### src/scbp_pkg.sv
// Shared types and constants for the servo command byte parser.
package scbp_pkg;

  localparam logic [3:0] HDR_NIBBLE_A = 4'h8;
  localparam logic [3:0] HDR_NIBBLE_B = 4'hF;
  localparam logic [7:0] PULSE_SCALE  = 8'd100;

  localparam int CODE_W  = 4;
  localparam int WIDTH_W = 15;
  localparam int INDEX_W = 5;
  localparam int MASK_W  = 6;
  localparam int CFG_IDX_W = 3;

  localparam logic [CFG_IDX_W-1:0] CFG_ENABLE_CODE  = 3'd0;
  localparam logic [CFG_IDX_W-1:0] CFG_DISABLE_CODE = 3'd1;
  localparam logic [CFG_IDX_W-1:0] CFG_PULSE_CODE   = 3'd2;
  localparam logic [CFG_IDX_W-1:0] CFG_LED_CODE     = 3'd3;
  localparam logic [CFG_IDX_W-1:0] CFG_PULSE_MIN    = 3'd4;
  localparam logic [CFG_IDX_W-1:0] CFG_PULSE_MAX    = 3'd5;

  typedef enum logic [1:0] {
    KIND_RELAY_ON  = 2'd0,
    KIND_RELAY_OFF = 2'd1,
    KIND_PULSE     = 2'd2,
    KIND_LED       = 2'd3
  } event_kind_t;

  typedef enum logic [3:0] {
    PH_IDLE = 4'b0001,
    PH_HIGH = 4'b0010,
    PH_LOW  = 4'b0100,
    PH_LED  = 4'b1000
  } phase_t;

  typedef struct packed {
    logic [CODE_W-1:0]  enable_code;
    logic [CODE_W-1:0]  disable_code;
    logic [CODE_W-1:0]  pulse_code;
    logic [CODE_W-1:0]  led_code;
    logic [WIDTH_W-1:0] pulse_min;
    logic [WIDTH_W-1:0] pulse_max;
  } cfg_t;

  typedef struct packed {
    logic               valid;
    event_kind_t        kind;
    logic [INDEX_W-1:0] servo_index;
    logic [WIDTH_W-1:0] pulse_width;
    logic [MASK_W-1:0]  led_mask;
  } result_t;

endpackage

### src/scbp_parser.sv
// Command decoder: parse state machine and per-byte result generation.
module scbp_parser #(
  parameter int SERVO_COUNT = 18,
  parameter int LED_COUNT   = 6
) (
  input  logic                 clk,
  input  logic                 rst_n,
  input  logic                 accept,
  input  logic [7:0]           rx_byte,
  input  scbp_pkg::cfg_t       cfg,
  output scbp_pkg::result_t    res
);

  localparam logic [7:0] LED_KEEP = 8'((9'd1 << LED_COUNT) - 9'd1);
  localparam logic [scbp_pkg::INDEX_W:0] SERVO_LAST = (scbp_pkg::INDEX_W+1)'(SERVO_COUNT);

  scbp_pkg::phase_t             phase_r, phase_nxt;
  logic [scbp_pkg::INDEX_W-1:0] cnt_r, cnt_nxt;
  logic [7:0]                   high_r, high_nxt;

  logic                         hdr_ok;
  logic [3:0]                   cmd;
  logic [15:0]                  prod;
  logic [scbp_pkg::WIDTH_W-1:0] width;
  logic                         in_range;
  logic [scbp_pkg::INDEX_W:0]   cnt_inc;
  logic                         last_servo;
  logic [7:0]                   led_bits;

  assign cmd        = rx_byte[3:0];
  assign hdr_ok     = (rx_byte[7:4] == scbp_pkg::HDR_NIBBLE_A) ||
                      (rx_byte[7:4] == scbp_pkg::HDR_NIBBLE_B);
  assign prod       = 16'(high_r) * 16'(scbp_pkg::PULSE_SCALE);
  assign width      = scbp_pkg::WIDTH_W'(prod + 16'(rx_byte));
  assign in_range   = (width >= cfg.pulse_min) && (width <= cfg.pulse_max);
  assign cnt_inc    = {1'b0, cnt_r} + (scbp_pkg::INDEX_W+1)'(1);
  assign last_servo = cnt_inc >= SERVO_LAST;
  assign led_bits   = rx_byte & LED_KEEP;

  always_comb begin
    phase_nxt = phase_r;
    cnt_nxt   = cnt_r;
    high_nxt  = high_r;
    res       = '0;
    res.kind  = scbp_pkg::KIND_RELAY_ON;
    unique case (phase_r)
      scbp_pkg::PH_IDLE: begin
        if (hdr_ok) begin
          priority if (cmd == cfg.enable_code) begin
            phase_nxt = scbp_pkg::PH_HIGH;
            cnt_nxt   = '0;
            res.valid = 1'b1;
            res.kind  = scbp_pkg::KIND_RELAY_ON;
          end else if (cmd == cfg.disable_code) begin
            res.valid = 1'b1;
            res.kind  = scbp_pkg::KIND_RELAY_OFF;
          end else if (cmd == cfg.pulse_code) begin
            phase_nxt = scbp_pkg::PH_HIGH;
            cnt_nxt   = '0;
          end else if (cmd == cfg.led_code) begin
            phase_nxt = scbp_pkg::PH_LED;
          end else begin
            phase_nxt = scbp_pkg::PH_IDLE;
          end
        end
      end
      scbp_pkg::PH_HIGH: begin
        high_nxt  = rx_byte;
        phase_nxt = scbp_pkg::PH_LOW;
      end
      scbp_pkg::PH_LOW: begin
        if (in_range) begin
          res.valid       = 1'b1;
          res.kind        = scbp_pkg::KIND_PULSE;
          res.servo_index = cnt_r;
          res.pulse_width = width;
        end
        if (last_servo) begin
          cnt_nxt   = '0;
          phase_nxt = scbp_pkg::PH_IDLE;
        end else begin
          cnt_nxt   = cnt_inc[scbp_pkg::INDEX_W-1:0];
          phase_nxt = scbp_pkg::PH_HIGH;
        end
      end
      scbp_pkg::PH_LED: begin
        res.valid    = 1'b1;
        res.kind     = scbp_pkg::KIND_LED;
        res.led_mask = led_bits[scbp_pkg::MASK_W-1:0];
        phase_nxt    = scbp_pkg::PH_IDLE;
      end
      default: begin
        phase_nxt = scbp_pkg::PH_IDLE;
      end
    endcase
  end

  always_ff @(posedge clk) begin
    if (!rst_n) begin
      phase_r <= scbp_pkg::PH_IDLE;
      cnt_r   <= '0;
      high_r  <= '0;
    end else if (accept) begin
      phase_r <= phase_nxt;
      cnt_r   <= cnt_nxt;
      high_r  <= high_nxt;
    end
  end

endmodule

### src/servo_command_byte_parser.sv
// Top level of the servo command byte parser: config registers and result register.
// One received byte is accepted per cycle unless stalled and its event, if any, appears
// in the result register on the next cycle; in_stall rises only while that register
// holds an event that the receiver is stalling, so throughput is otherwise one byte per
// clock. A header with high nibble 8 or F selects enable (relay-on, then pulse load),
// disable (relay-off), pulse load or LED mask; a pulse load reads a high and a low byte
// per servo, width = high*100 + low, reported only when within pulse_min..pulse_max.
// Codes that match several registers resolve in the order enable, disable, pulse, LED.
module servo_command_byte_parser #(
  parameter int SERVO_COUNT = 18,
  parameter int LED_COUNT   = 6
) (
  input  logic                            clk,
  input  logic                            rst_n,
  input  logic                            in_valid,
  output logic                            in_stall,
  input  logic [7:0]                      in_rx_byte,
  output logic                            out_valid,
  input  logic                            out_stall,
  output logic [1:0]                      out_event_kind,
  output logic [scbp_pkg::INDEX_W-1:0]    out_servo_index,
  output logic [scbp_pkg::WIDTH_W-1:0]    out_pulse_width,
  output logic [scbp_pkg::MASK_W-1:0]     out_led_mask,
  input  logic                            cfg_we,
  input  logic [scbp_pkg::CFG_IDX_W-1:0]  cfg_index,
  input  logic [scbp_pkg::WIDTH_W-1:0]    cfg_wdata
);

  scbp_pkg::cfg_t    cfg_r;
  scbp_pkg::result_t res;
  scbp_pkg::result_t out_r;
  logic              out_valid_r;
  logic              accept;

  assign in_stall = out_valid_r && out_stall;
  assign accept   = in_valid && !in_stall;

  scbp_parser #(
    .SERVO_COUNT(SERVO_COUNT),
    .LED_COUNT  (LED_COUNT)
  ) u_parser (
    .clk    (clk),
    .rst_n  (rst_n),
    .accept (accept),
    .rx_byte(in_rx_byte),
    .cfg    (cfg_r),
    .res    (res)
  );

  always_ff @(posedge clk) begin
    if (!rst_n) begin
      cfg_r.enable_code  <= 4'd1;
      cfg_r.disable_code <= 4'd2;
      cfg_r.pulse_code   <= 4'd3;
      cfg_r.led_code     <= 4'd4;
      cfg_r.pulse_min    <= 15'd500;
      cfg_r.pulse_max    <= 15'd2500;
    end else if (cfg_we) begin
      unique case (cfg_index)
        scbp_pkg::CFG_ENABLE_CODE:  cfg_r.enable_code  <= cfg_wdata[scbp_pkg::CODE_W-1:0];
        scbp_pkg::CFG_DISABLE_CODE: cfg_r.disable_code <= cfg_wdata[scbp_pkg::CODE_W-1:0];
        scbp_pkg::CFG_PULSE_CODE:   cfg_r.pulse_code   <= cfg_wdata[scbp_pkg::CODE_W-1:0];
        scbp_pkg::CFG_LED_CODE:     cfg_r.led_code     <= cfg_wdata[scbp_pkg::CODE_W-1:0];
        scbp_pkg::CFG_PULSE_MIN:    cfg_r.pulse_min    <= cfg_wdata;
        scbp_pkg::CFG_PULSE_MAX:    cfg_r.pulse_max    <= cfg_wdata;
        default: begin
        end
      endcase
    end
  end

  always_ff @(posedge clk) begin
    if (!rst_n) begin
      out_valid_r <= 1'b0;
    end else if (accept) begin
      out_valid_r <= res.valid;
    end else if (!out_stall) begin
      out_valid_r <= 1'b0;
    end
  end

  always_ff @(posedge clk) begin
    if (accept && res.valid) begin
      out_r <= res;
    end
  end

  assign out_valid       = out_valid_r;
  assign out_event_kind  = out_r.kind;
  assign out_servo_index = out_r.servo_index;
  assign out_pulse_width = out_r.pulse_width;
  assign out_led_mask    = out_r.led_mask;

  a_stall_only_when_full: assert property (@(posedge clk) disable iff (!rst_n)
    in_stall |-> out_valid_r)
    else $error("input stalled with empty result register");

  a_pulse_in_limits: assert property (@(posedge clk) disable iff (!rst_n)
    (out_valid_r && out_event_kind == scbp_pkg::KIND_PULSE) |->
      (out_pulse_width >= cfg_r.pulse_min && out_pulse_width <= cfg_r.pulse_max &&
       32'(out_servo_index) < SERVO_COUNT))
    else $error("pulse event outside limits or servo range");

  a_non_pulse_zero: assert property (@(posedge clk) disable iff (!rst_n)
    (out_valid_r && out_event_kind != scbp_pkg::KIND_PULSE) |->
      (out_servo_index == '0 && out_pulse_width == '0))
    else $error("non-pulse event carries pulse fields");

endmodule
### config.mk
export PLATFORM = sky130hd
export DESIGN_NAME = servo_command_byte_parser
export DESIGN_NICKNAME = d
export VERILOG_FILES = /design/src/scbp_pkg.sv /design/src/scbp_parser.sv /design/src/servo_command_byte_parser.sv
export SDC_FILE = /design/constraint.sdc
export NUM_CORES = 1
export LEC_CHECK = 0
export ABC_CLOCK_PERIOD_IN_PS = 6200
export BUFFER_PORTS_ARGS = -buffer_cell sky130_fd_sc_hd__buf_2
export CORE_MARGIN = 10
export CORE_UTILIZATION = 44
export DETAILED_ROUTE_END_ITERATION = 7
export PLACE_DENSITY = 0.65
export SYNTH_ARGS = -nofsm -noshare
export SYNTH_HDL_FRONTEND = slang
export SYNTH_SLANG_ARGS = --single-unit
### constraint.sdc
create_clock -name clk -period 6.2 [get_ports clk]
set_clock_uncertainty 0.15 [all_clocks]
set_input_delay 1.24 -clock clk [delete_from_list [all_inputs] [get_ports clk]]
set_output_delay 1.24 -clock clk [all_outputs]
set_load 0.05 [all_outputs]
==> Yosys cells after proc, flatten, opt, wreduce, memory -nomap -nowiden <==
Index checks and enable logic that the tools add are counted.
{ "word_totals": {"register_bits": 92, "in_bits": 31, "out_inout_bits": 30} }
{ "classes": {"addsub": 2, "multipliers": 1, "magnitude_cmp": 3, "n_eq_ne": 19, "mux": 20, "reduce_logical": 18} }
{ "op_table": {"columns": ["op", "count"], "rows": [
  ["2-to-1 mux 5 bit", 5],
  ["2-to-1 mux 23 bit", 1],
  ["2-to-1 mux 4 bit", 5],
  ["equality test 4 bit", 4],
  ["AND reduction 2 bit", 8],
  ["adder 15 x 8 -> 15 bit", 1],
  [">= comparator 15 bit", 1],
  ["less-or-equal comparator 15 bit", 1],
  ["multiplier 8 x 5 -> 13 bit (second input constant)", 1],
  ["equality test 4 bit (second input constant)", 3],
  ["case mux 4 bit (3 select lines)", 1],
  ["case mux 5 bit (2 select lines)", 1],
  ["2-to-1 mux 3 bit", 3],
  ["case mux 3 bit (3 select lines)", 1],
  ["adder 5 x 1 -> 6 bit (second input constant)", 1],
  ["equality test 3 x 2 -> 1 bit (second input constant)", 2],
  ["equality test 3 bit (second input constant)", 2],
  [">= comparator 6 x 5 -> 1 bit (second input constant)", 1],
  ["AND reduction 5 bit", 1],
  ["equality test 4 x 1 -> 1 bit (second input constant)", 1],
  ["equality test 4 x 2 -> 1 bit (second input constant)", 1],
  ["equality test 4 x 3 -> 1 bit (second input constant)", 1],
  ["logical AND 1 bit", 4],
  ["inequality test 2 x 1 -> 1 bit (second input constant)", 2],
  ["10 further kinds", 11]
]} }

==> Longest topological paths before layout <==
Gate-level depths: netlist (run 1).
{ "logic_depth": {"ltp_word": 7, "depth_mapped": 20, "depth_no_buf": 20} }

==> By module <==
From an unflattened synthesis (run 1), not the netlist that was laid out.
{ "hier_totals": {"cells_unflattened": 611, "area_unflattened_um2": 5851.9} }
{ "modules_own_cells": {"columns": ["mod", "n_inst", "cells_per_inst", "area_each_um2"], "rows": [
  ["scbp_parser", 1, 393, 3072.9],
  ["servo_command_byte_parser", 1, 218, 2778.9]
]} }

==> Least setup slack after synthesis (run 1) <==
Ideal clock, no wire load.
{ "synth_path": {"kind": "reg2reg", "startpoint": "register u_parser.high_r[2]", "endpoint": "register out_r, in the netlist out_event_kind[0] (enable)", "setup_ns": 0.456, "t_arrival_ns": 6.075, "required_ns": 5.594, "path_slack_ns": -0.481, "stages_incl_launch_ff": 18, "period_less_slack_ns": 6.681, "cell_sequence": "dfxtp_1 -> ha_1 -> ha_1 -> fa_1 -> ha_1 -> xnor2_1 -> o21ai_0 -> o21ba_2 -> nand4b_1 -> nor3b_1 -> xnor2_1 -> ha_1 -> nand4_1 -> nor4_1 -> a31oi_1 -> a21oi_1 -> nor2_1 -> a211oi_1"} }
{ "synth_via": {"elab_chain_cells": 7} }
{ "synth_lines": {"columns": ["element", "line_no", "rtl"], "rows": [
  ["start, declared", "scbp_parser.sv:19", "logic [7:0] high_r, high_nxt;"],
  ["start signal, assigned", "scbp_parser.sv:106", "high_r <= high_nxt;"],
  ["multiplier 8 x 5 -> 13 bit *", "scbp_parser.sv:33", "assign prod = 16'(high_r) * 16'(scbp_pkg::PULSE_SCALE);"],
  ["adder 15 x 8 -> 15 bit *", "scbp_parser.sv:34", "assign width = scbp_pkg::WIDTH_W'(prod + 16'(rx_byte));"],
  ["named net u_parser.width, one bit", "scbp_parser.sv:24", "logic [scbp_pkg::WIDTH_W-1:0] width;"],
  [">= comparator 15 bit / less-or-equal comparator 15 bit (equally long branches)", "scbp_parser.sv:35", "assign in_range = (width >= cfg.pulse_min) && (width <= cfg.pulse_max);"],
  ["logical AND 1 bit *", "scbp_parser.sv:35", null],
  ["2-to-1 mux 23 bit *", "scbp_parser.sv:72", "if (in_range) begin"],
  ["case mux 3 bit (3 select lines) *", "scbp_parser.sv:46", "unique case (phase_r)"],
  ["logical AND 1 bit *", "servo_command_byte_parser.sv:83", "if (accept && res.valid) begin"],
  ["end signal, assigned", "servo_command_byte_parser.sv:84", "out_r <= res;"],
  ["end, declared", "servo_command_byte_parser.sv:31", "scbp_pkg::result_t out_r;"]
]} }
The timed path passes the listed nets; every way through them passes the cells marked *.
A chain may end at the register's enable or synchronous reset.

==> Worst setup path in the final report (run 1) <==
{ "layout_path": {"startpoint": "register u_parser.high_r[3]", "endpoint": "register out_r, in the netlist out_servo_index[3] (enable)"} }
Same word-level chain as after synthesis.

==> results of run 1 <==
-- kinds of logic after synthesis --
| family | after synthesis | share of synthesized area (%) |
|---|---|---|
| and+or+nand+nor | 203 | 18.44 |
| adders and majority gates | 71 | 16.52 |
| DFF | 92 | 38.18 |
| xor gates and xnor gates | 33 | 5.200 |
| buffers and inverters | 68 | 4.863 |
| AOI/OAI and AO/OA | 114 | 12.65 |
| muxes | 23 | 4.142 |
-- cells in the mapped netlist (8+ instances only) --
| master | number |
|---|---|
| clkbuf_1 | 12 |
| nor3_1 | 9 |
| nor2_1 | 45 |
| edfxtp_1 | 28 |
| dfxtp_1 | 64 |
| nand3_1 | 9 |
| and2_1 | 26 |
| xnor2_1 | 18 |
| nand2_1 | 71 |
| mux2i_1 | 23 |
| ha_1 | 67 |
| inv_1 | 48 |
| o21ai_0 | 17 |
| o211ai_1 | 11 |
| a21oi_1 | 49 |
| nand2b_1 | 8 |
| xor2_1 | 15 |
-- registers in the layout, indices dropped and copies added (netlist names) --
| register | flops |
|---|---|
| u_parser.phase_r | 4 |
| u_parser.cnt_r | 5 |
| out_led_mask | 6 |
| out_event_kind | 2 |
| out_valid | 1 |
| out_pulse_width | 15 |
| u_parser.high_r | 8 |
| out_servo_index | 5 |
| cfg_r | 46 |
-- final cells by class --
type	instances	area share, %
clock buffers	13	3.963
clock inverters	3	0.3170
inverters	49	2.913
multi-input cells	444	50.41
flip-flops and latches	92	33.60
well taps	168	3.329
repair buffers	66	5.469
-- path summary, 6_finish.rpt --
kind	start	to	slack, ns	cells past startpoint
setup / recovery	u_parser.high_r[3]	out_servo_index[3]	0.69	18
hold / removal	cfg_r[5]	cfg_r[5]	0.30	2
setup reg to reg	u_parser.high_r[3]	out_servo_index[3]	0.69	18
hold reg to reg	cfg_r[5]	cfg_r[5]	0.30	2
-- worst max-delay path: stages, from the launching register on --
cell      delay (ns)
dfxtp_1         0.40
ha_1            0.26
ha_1            0.32
fa_1            0.47
ha_1            0.27
a211oi_1        0.38
o21ai_0         0.17
a22oi_1         0.35
nand4b_1        0.19
nor3b_1         0.25
xnor2_1         0.18
ha_1            0.33
nand4_1         0.13
nor4_1          0.32
a31oi_1         0.07
a21oi_1         0.23
nor2_1          0.15
a211oi_4        0.27
buf_4           0.28
-- per-layer routing --
layer / vias to the layer above / global-route usage [%] / part of all wire [%] / wire length (µm)
met5: - / 0 / 0 / 0
met4: 0 / 5.379 / 1.7 / 227
met3: 20 / 3.544 / 4.3 / 568
met2: 84 / 25.72 / 49 / 6407
met1: 2085 / 18.84 / 45 / 5973
li1: 2214 / - / - / -
-- metrics by stage --
| stage | area [µm²] | util [%] |
|---|---|---|
| after floorplan | 5563 | - |
| after global placement | 6045 | 49.50 |
| after detailed placement | 6045 | 49.50 |
| after CTS | 6315 | 51.71 |
| after global routing | 6315 | 51.71 |
| final | 6315 | 51.71 |
-- report_power, final --
| group | total [W] | leakage, nW | internal, W | switching (W) |
|---|---|---|---|---|
| Combinational | 0.0000986 | 1.93 | 0.0000365 | 0.0000621 |
| Clock | 0.000519 | 0.131 | 0.000284 | 0.000235 |
| Sequential | 0.000631 | 0.778 | 0.000625 | 0.00000540 |
| Total | 0.00125 | 2.84 | 0.000946 | 0.000302 |
==> impl_metrics.json, run 1 <==
{
  "setup_viol_count_final": 0,
  "cp-end-kind": "flip-flop",
  "grt_pass1_vias": 4478,
  "syn_avg_cell_area_um2": 9.202,
  "ys_types": 56,
  "vias": 4403,
  "root_buffer": "clkbuf_16",
  "grt_max_degree": 47,
  "synth_ff_type": "dfxtp_1",
  "die_h_um": 132.4,
  "wl_mm": 13.18,
  "ant_nets": 0,
  "ioPinCount": 61,
  "ys_ff_latch": 92,
  "synth_area_um2": 5558,
  "antenna_found_initial": 0,
  "power_leakage_nw": 2.838,
  "insertion_delay_ns": 0.35,
  "cts-root-to-sink-buffers": 2,
  "status": "finished clean",
  "synth_seq_area_share_pct": 38.18,
  "place_congestion": 0.9000,
  "dieArea_um2": 17530,
  "crit_fanout": 15,
  "maxSlewViolCount": 0,
  "grt_remaining_overflow": 0,
  "p_total_w": 0.001248,
  "cts_buffers": 9,
  "synth_edf_count": 28,
  "multiInputGateArea_um2": 3183,
  "nets": 764,
  "rows": 40,
  "tightestPinTransition_ns": 0.8658,
  "layout_commonest_cell": "nand2_1",
  "hp-class": "reg2reg",
  "max-vdd-ir-drop_v": 0.0001609,
  "ff_latch_area_um2": 2122,
  "drv_cap": 0,
  "fillers": 1156,
  "yosys.area.top_type": "dfxtp_1",
  "syn_inst": 604,
  "final_cells": 835,
  "critPathArrivalTime_ns": 5.40,
  "initialDrtViolationCount": 246,
  "dpl_worst_slack_ns": 0.7390,
  "drt_pass1_iterations": 4,
  "maxSlewHeadroom_pct": 42.13,
  "diodes": 0,
  "synth_area_leaders": "dfxtp_1 23%, edfxtp_1 15%, ha_1 15%, nand2_1 4.8%, a21oi_1 4.4%",
  "initial_core_util_pct": 45.51,
  "fmax_mhz": 181.6,
  "hold_ws_ns": 0.3042,
  "p_per_area_nw_per_um2": 197.7,
  "dp_cells": 819,
  "drive_gt1_share_pct": 13.94,
  "avgViaCountPerCell": 5.273,
  "core-area_um2": 12210,
  "cts_tree": "yes",
  "synth.top_cell.area_share_pct": 23.05,
  "clkTransAtPathRegs_ns": 0.06,
  "avgRoutedWirePerCell_um": 15.78,
  "async_reset_ff_share_pct": 0,
  "ctsHtreeMaxLevel": 3,
  "cp-start-kind": "flip-flop",
  "setup_tns_ns": 0,
  "cts.repair.resized": 0,
  "die_w_um": 132.4,
  "cp.required_ns": 6.09,
  "cts_hold_buf": 0,
  "cts_setup_buffers": 0,
  "cts.sinks": 92,
  "crit_type": "reg2reg",
  "track_usage_pct": 15.37,
  "area_growth_pct": 13.62,
  "rsz0062_at_grt": "false",
  "mostFrequentLayoutCells": "71 x nand2_1, 67 x ha_1, 64 x dfxtp_1",
  "grt_pass1_wl_mm": 22.20,
  "portBuffers": 60,
  "syn_nets": 706,
  "min_period_ns": 5.507,
  "hold_violations": 0,
  "drc": 0,
  "worst_slack_ns": 0.6934,
  "fin_crit_sh_pct": 88.82,
  "ys_warn_count": 0,
  "post-dp-hpwl_mm": 10.14
}
No activity file was read; power rests on OpenSTA's default activity.
==> run 2, diff against run 1 <==
--- a/config.mk
+++ b/config.mk
@@ -5,6 +5,7 @@
 export SDC_FILE = /design/constraint.sdc
 export NUM_CORES = 1
 export LEC_CHECK = 0
+export ABC_AREA = 1
 export ABC_CLOCK_PERIOD_IN_PS = 6200
 export BUFFER_PORTS_ARGS = -buffer_cell sky130_fd_sc_hd__buf_2
 export CORE_MARGIN = 10
==> impl_metrics.json, run 2 <==
{
  "maxSlewViolCount": 0,
  "grt-busiest-layer": "met2",
  "regToRegSetupSlack_ns": 0.91,
  "place_congestion": 0.8996,
  "critPathBufInv": 6,
  "area_growth_pct": 12.86,
  "diodes": 0,
  "root_buffer": "clkbuf_16",
  "ctsHtreeMaxLevel": 3,
  "largest_register_ffs": 46,
  "wl_mm": 13.03,
  "crit_type": "reg2reg",
  "fillers": 1252,
  "top_register": "cfg_r",
  "cp_num_cells": 30,
  "tightestPinTransition_ns": 0.9571,
  "power_leakage_nw": 3.317,
  "max_stage_delay_ns": 0.54,
  "cts_hold_buf": 0,
  "maxSlewHeadroom_pct": 36.19,
  "track_usage_pct": 15.14,
  "reg2reg_from": "u_parser.high_r[1]",
  "ant_nets": 0,
  "initialDrtViolationCount": 280,
  "hold_path_startpoint": "cfg_r[18]",
  "mostFrequentLayoutCells": "125 x nand2_1, 125 x inv_1, 95 x nor2_1",
  "portBuffers": 60,
  "vias": 4810,
  "synth.top_cell.area_share_pct": 22.56,
  "initial_core_util_pct": 45.01,
  "use_met1_pct": 19.59,
  "antenna_found_initial": 0,
  "hold_ws_ns": 0.3167,
  "cts_buffers": 9,
  "status": "finished clean",
  "avgViaCountPerCell": 4.979,
  "grt_remaining_overflow": 0,
  "ys_types": 36,
  "critical_path.most_common_cell": "nand2_1",
  "grt_pass1_wl_mm": 22.29,
  "insertion_delay_ns": 0.35,
  "die_h_um": 133.6,
  "hp-class": "reg2reg",
  "fin_crit_sh_pct": 85.37,
  "drc": 0,
  "fmax_mhz": 188.9,
  "critPathCapture": "out_led_mask[2]",
  "r2r-end": "out_led_mask[2]",
  "post-dp-hpwl_mm": 10.31,
  "syn_avg_cell_area_um2": 7.739,
  "grt_pass1_vias": 4760,
  "cts.repair.resized": 0,
  "drv_cap": 0,
  "clkTransAtPathRegs_ns": 0.07,
  "p_per_area_nw_per_um2": 219.1,
  "rows": 41,
  "avgRoutedWirePerCell_um": 13.49,
  "reg2reg_depth": 30,
  "critPathArrivalTime_ns": 5.16,
  "cts_tree": "yes",
  "use_met3_pct": 3.346,
  "synth_area_leaders": "dfxtp_1 23%, edfxtp_1 15%, ha_1 15%, inv_1 8.3%, nand2_1 8.3%",
  "cts_setup_buffers": 0,
  "cp.required_ns": 6.07,
  "rsz0062_at_grt": "false",
  "cts-root-to-sink-buffers": 2,
  "async_reset_ff_share_pct": 0,
  "hold_violations": 0,
  "setup_viol_count_final": 0,
  "cp-end-kind": "flip-flop",
  "yosys.area.top_type": "dfxtp_1",
  "ys_ff_latch": 92,
  "synth_area_um2": 5680,
  "p_total_w": 0.001405,
  "die_w_um": 133.6,
  "ioPinCount": 61,
  "crit_slowest_cell": "fa_1",
  "syn_nets": 836,
  "ys_warn_count": 0,
  "cp-start-kind": "flip-flop",
  "drive_gt1_share_pct": 11.46,
  "cp_top_family": "adder cells",
  "cts.sinks": 92,
  "reg_top3": "cfg_r: 46 flops, out_pulse_width: 15 flops, u_parser.high_r: 8 flops",
  "drt_pass1_iterations": 6,
  "setup_tns_ns": 0,
  "synth_ff_type": "dfxtp_1",
  "dieArea_um2": 17850,
  "grt_max_degree": 62,
  "synth_edf_count": 28,
  "syn_inst": 734,
  "use_met2_pct": 23.98,
  "crit_fanout": 28,
  "min_period_ns": 5.293,
  "nets": 891,
  "max-vdd-ir-drop_v": 0.0001121,
  "synthTopCellsByCount": "125 x inv_1, 125 x nand2_1, 95 x nor2_1, 67 x ha_1, 64 x dfxtp_1",
  "crit_start": "u_parser.high_r[1]",
  "core-area_um2": 12620,
  "synth_seq_area_share_pct": 37.36
}
run 2: how the worst min path moves through the flow:
| stage | to | cells after the start |
|---|---|---|
| 2_1_floorplan | cfg_r[16] | 2 |
| 3_3_place_gp | cfg_r[18] | 2 |
| 3_5_place_dp | cfg_r[3] | 2 |
| 4_1_cts | cfg_r[28] | 2 |
| 5_1_grt | cfg_r[25] | 2 |
| 6_report | cfg_r[18] | 2 |
run 2: final cells by class:
type                    instances  area [µm²]  share of cell area, %
inverters                     127       479.2                  7.475
multi-input cells             497        2972                  46.35
clock buffers                  10       250.2                  3.903
repair buffers                 62       315.3                  4.918
well taps                     172       215.2                  3.357
flip-flops and latches         92        2122                  33.10
clock inverters                 6       57.56                 0.8977
run 2: kinds of logic (layout without fill, tap and decap cells):
family / Yosys count / count (layout) / synth area share, %
AND/OR/NAND/NOR: 284 / 284 / 21.30
buffers and inverters: 145 / 205 / 10.33
adder cells (fa/ha/maj): 71 / 71 / 16.17
flip-flops: 92 / 92 / 37.36
AO/OA/AOI/OAI: 118 / 118 / 11.15
XOR/XNOR: 24 / 24 / 3.700
run 2: power breakdown:
part / switching [W] / total (W) / internal [W]
combinational: 0.000128 / 0.000198 / 0.0000702
clock: 0.000254 / 0.000561 / 0.000307
sequential: 0.0000114 / 0.000646 / 0.000635
run 2: worst min-delay path, stage by stage (launching register included):
cell     delay (ns)
dfxtp_1        0.30
inv_1          0.07
a21oi_1        0.06
run 2: stage by stage:
step,worst slack (ns),instances,utilization [%],area [µm²]
final,0.9070,966,50.80,6411
after global routing,0.3635,966,50.80,6411
after CTS,0.8965,966,50.80,6411
after detailed placement,0.9021,950,48.36,6103
after global placement,1.116,950,48.36,6103
after floorplan,1.138,734,-,5680
run 2: metal layers:
| layer | vias up | wire [µm] | share of wire [%] |
|---|---|---|---|
| met1 | 2201 | 6255 | 48 |
| met2 | 105 | 5893 | 45 |
| met5 | - | 0 | 0 |
| met3 | 19 | 659 | 5.1 |
| li1 | 2485 | - | - |
| met4 | 0 | 221 | 1.7 |
==> run 3, diff against run 2 <==
--- a/config.mk
+++ b/config.mk
@@ -8,10 +8,12 @@
 export ABC_AREA = 1
 export ABC_CLOCK_PERIOD_IN_PS = 6200
 export BUFFER_PORTS_ARGS = -buffer_cell sky130_fd_sc_hd__buf_2
+export CORE_ASPECT_RATIO = 1.2
 export CORE_MARGIN = 10
-export CORE_UTILIZATION = 44
+export CORE_UTILIZATION = 54
 export DETAILED_ROUTE_END_ITERATION = 7
-export PLACE_DENSITY = 0.65
+export PLACE_DENSITY = 0.77
 export SYNTH_ARGS = -nofsm -noshare
 export SYNTH_HDL_FRONTEND = slang
+export SYNTH_HIERARCHICAL = 1
 export SYNTH_SLANG_ARGS = --single-unit
==> impl_metrics.json, run 3 <==
{
  "status": "finished clean",
  "async_reset_ff_share_pct": 0,
  "top_register": "cfg_r",
  "synth_seq_area_share_pct": 34.83,
  "ctsHtreeMaxLevel": 3,
  "drv_cap": 0,
  "dp_cells": 999,
  "reg2reg_from": "u_parser/high_r[1]",
  "grt_remaining_overflow": 0,
  "ant_nets": 0,
  "avgViaCountPerCell": 5.185,
  "grt_pass1_wl_mm": 22.02,
  "synth_ff_type": "dfxtp_1",
  "reg2reg_depth": 26,
  "drc": 0,
  "avgRoutedWirePerCell_um": 13.03,
  "diodes": 0,
  "initialDrtViolationCount": 282,
  "setup_viol_count_final": 0,
  "cts.repair.resized": 0,
  "area_growth_pct": 10.56,
  "p_seq_share_pct": 45.3,
  "p_int_w": 0.001035,
  "mostFrequentLayoutCells": "196 x nand2_1, 125 x nor2_1, 108 x inv_1",
  "largest_register_ffs": 46,
  "yosysMostFrequentCell": "nand2_1",
  "syn_nets": 927,
  "cts.sinks": 92,
  "insertion_delay_ns": 0.34,
  "hp-class": "reg2reg",
  "regToRegSetupSlack_ns": 0.76,
  "drive_gt1_share_pct": 12.68,
  "p_per_area_nw_per_um2": 213.9,
  "grt_max_degree": 59,
  "synth.top_cell.area_share_pct": 21.03,
  "rsz0062_at_grt": "false",
  "max-vdd-ir-drop_v": 0.0001794,
  "critPathArrivalTime_ns": 5.29,
  "grt_pass1_vias": 4815,
  "portBuffers": 60,
  "maxSlewHeadroom_pct": 29.39,
  "root_buffer": "clkbuf_16",
  "cp.required_ns": 6.05,
  "cts-root-to-sink-buffers": 2,
  "synth_area_leaders": "dfxtp_1 21%, edfxtp_1 14%, ha_1 14%, nand2_1 12%, nor2_1 7.7%",
  "vias": 5263,
  "min_period_ns": 5.440,
  "maxSlewViolCount": 0,
  "crit_fanout": 28,
  "hold_violations": 0,
  "swShare_pct": 28.13,
  "final_cells": 1015,
  "r2r-end": "out_pulse_width[5]",
  "ys_types": 35,
  "cp-end-kind": "flip-flop",
  "rows": 42,
  "die_h_um": 136.4,
  "drt_pass1_iterations": 7,
  "layout_commonest_cell": "nand2_1",
  "fin_crit_sh_pct": 87.74,
  "initial_core_util_pct": 55.20,
  "clockPowerShare_pct": 37.7,
  "crit_start": "u_parser/high_r[1]",
  "hold_path_startpoint": "cfg_r[6]",
  "antenna_found_initial": 0,
  "place_congestion": 0.9177,
  "ioPinCount": 61,
  "wl_mm": 13.23,
  "combPwrFrac_pct": 17.1,
  "cts_hold_buf": 0,
  "synth_area_um2": 6092,
  "dieArea_um2": 15950,
  "die_w_um": 117.0,
  "track_usage_pct": 17.02,
  "ys_warn_count": 6,
  "cts_setup_buffers": 0,
  "cp-start-kind": "flip-flop",
  "reg_top3": "cfg_r: 46 flops, out_pulse_width: 15 flops, u_parser/high_r: 8 flops",
  "fmax_mhz": 183.8,
  "switchingPower_w": 0.0004053,
  "nets": 980,
  "synthTopCellsByCount": "196 x nand2_1, 125 x nor2_1, 108 x inv_1, 80 x nand3_1, 67 x ha_1",
  "core-area_um2": 11040,
  "clkTransAtPathRegs_ns": 0.06,
  "synth_edf_count": 28,
  "ys_ff_latch": 92,
  "syn_avg_cell_area_um2": 7.384,
  "post-dp-hpwl_mm": 10.17,
  "power_leakage_nw": 3.537,
  "crit_type": "reg2reg",
  "critPathCapture": "out_pulse_width[5]",
  "syn_inst": 825,
  "yosys.area.top_type": "dfxtp_1",
  "cts_tree": "yes",
  "cts_buffers": 9,
  "setup_tns_ns": 0,
  "tightestPinTransition_ns": 1.059
}
run 3: changes by cell type after synthesis, sizes merged, moves of 14 or more:
cell,change
nand3,+45
o21ai,-35
nor2,+40
nand2,+76
a21oi,-14
run 3: logic make-up (layout without fill, tap and decap cells):
family / Yosys count / after routing / share of synthesized area [%]
simple gates: 442 / 442 / 31.67
flops: 92 / 92 / 34.83
buf+inv: 137 / 195 / 9.571
xor+xnor: 27 / 27 / 3.882
fa+ha+maj: 71 / 71 / 15.07
compound gates: 56 / 56 / 4.970
run 3: layout make-up:
type	instances	area [µm²]
inverters	116	435.4
fillers	1030	4300
clock inverters	6	62.56
clock buffers	10	229.0
multi-input cells	596	3398
repair buffers	63	322.8
well taps	132	165.2
flip-flops and latches	92	2122
run 3: power groups by stage:
stage | logic [W] | clock network (W) | registers, W
floorplan | 0.000179 | 0 | 0.000677
global placement | 0.000242 | 0 | 0.000665
detailed placement | 0.000245 | 0 | 0.000665
CTS | 0.000246 | 0.000551 | 0.000652
global route | 0.000279 | 0.000574 | 0.000654
finish | 0.000246 | 0.000543 | 0.000652
run 3: worst min-delay path by stage:
stage / to / slack (ns) / depth (start not counted)
floorplan: cfg_r[11] / 0.28 / 2
CTS: cfg_r[6] / 0.31 / 2
finish: cfg_r[6] / 0.31 / 2
global placement: cfg_r[2] / 0.29 / 2
detailed placement: cfg_r[6] / 0.29 / 2
global route: cfg_r[6] / 0.32 / 2
run 3: critical path: stages, from the launching register on:
cell,delay [ns]
dfxtp_1,0.44
ha_1,0.27
ha_1,0.29
ha_1,0.32
fa_1,0.49
ha_1,0.37
nand2_1,0.10
nor2_1,0.11
nand2_1,0.06
nand3_2,0.08
nand2_1,0.07
nor2_2,0.11
nand3_1,0.11
nor2_1,0.15
nand2_1,0.07
nand2_1,0.09
inv_1,0.07
ha_1,0.29
nand2_1,0.08
nor4b_1,0.34
nand2_1,0.09
nand3_1,0.10
nand3_1,0.14
nand3_1,0.10
inv_1,0.09
nor3_4,0.16
buf_4,0.35
run 3: stage by stage:
stage          power (W)  hold slack, ns  area [µm²]  utilization (%)  worst slack, ns
6_report        0.001441          0.3076        6735            61.03           0.7598
5_1_grt         0.001508          0.3222        6735            61.03           0.3798
4_1_cts         0.001449          0.3110        6735            61.03           0.8082
3_5_place_dp   0.0009103          0.2929        6444            58.39           0.9110
3_3_place_gp   0.0009065          0.2899        6444            58.39            1.012
2_1_floorplan  0.0008561          0.2789        6097                -           0.4426
run 3: layer usage:
layer  part of all wire, %  GRT usage [%]
met1                    47          21.95
met2                    48          28.14
met3                   4.0          2.469
met4                   1.2          6.052
met5                     0              0
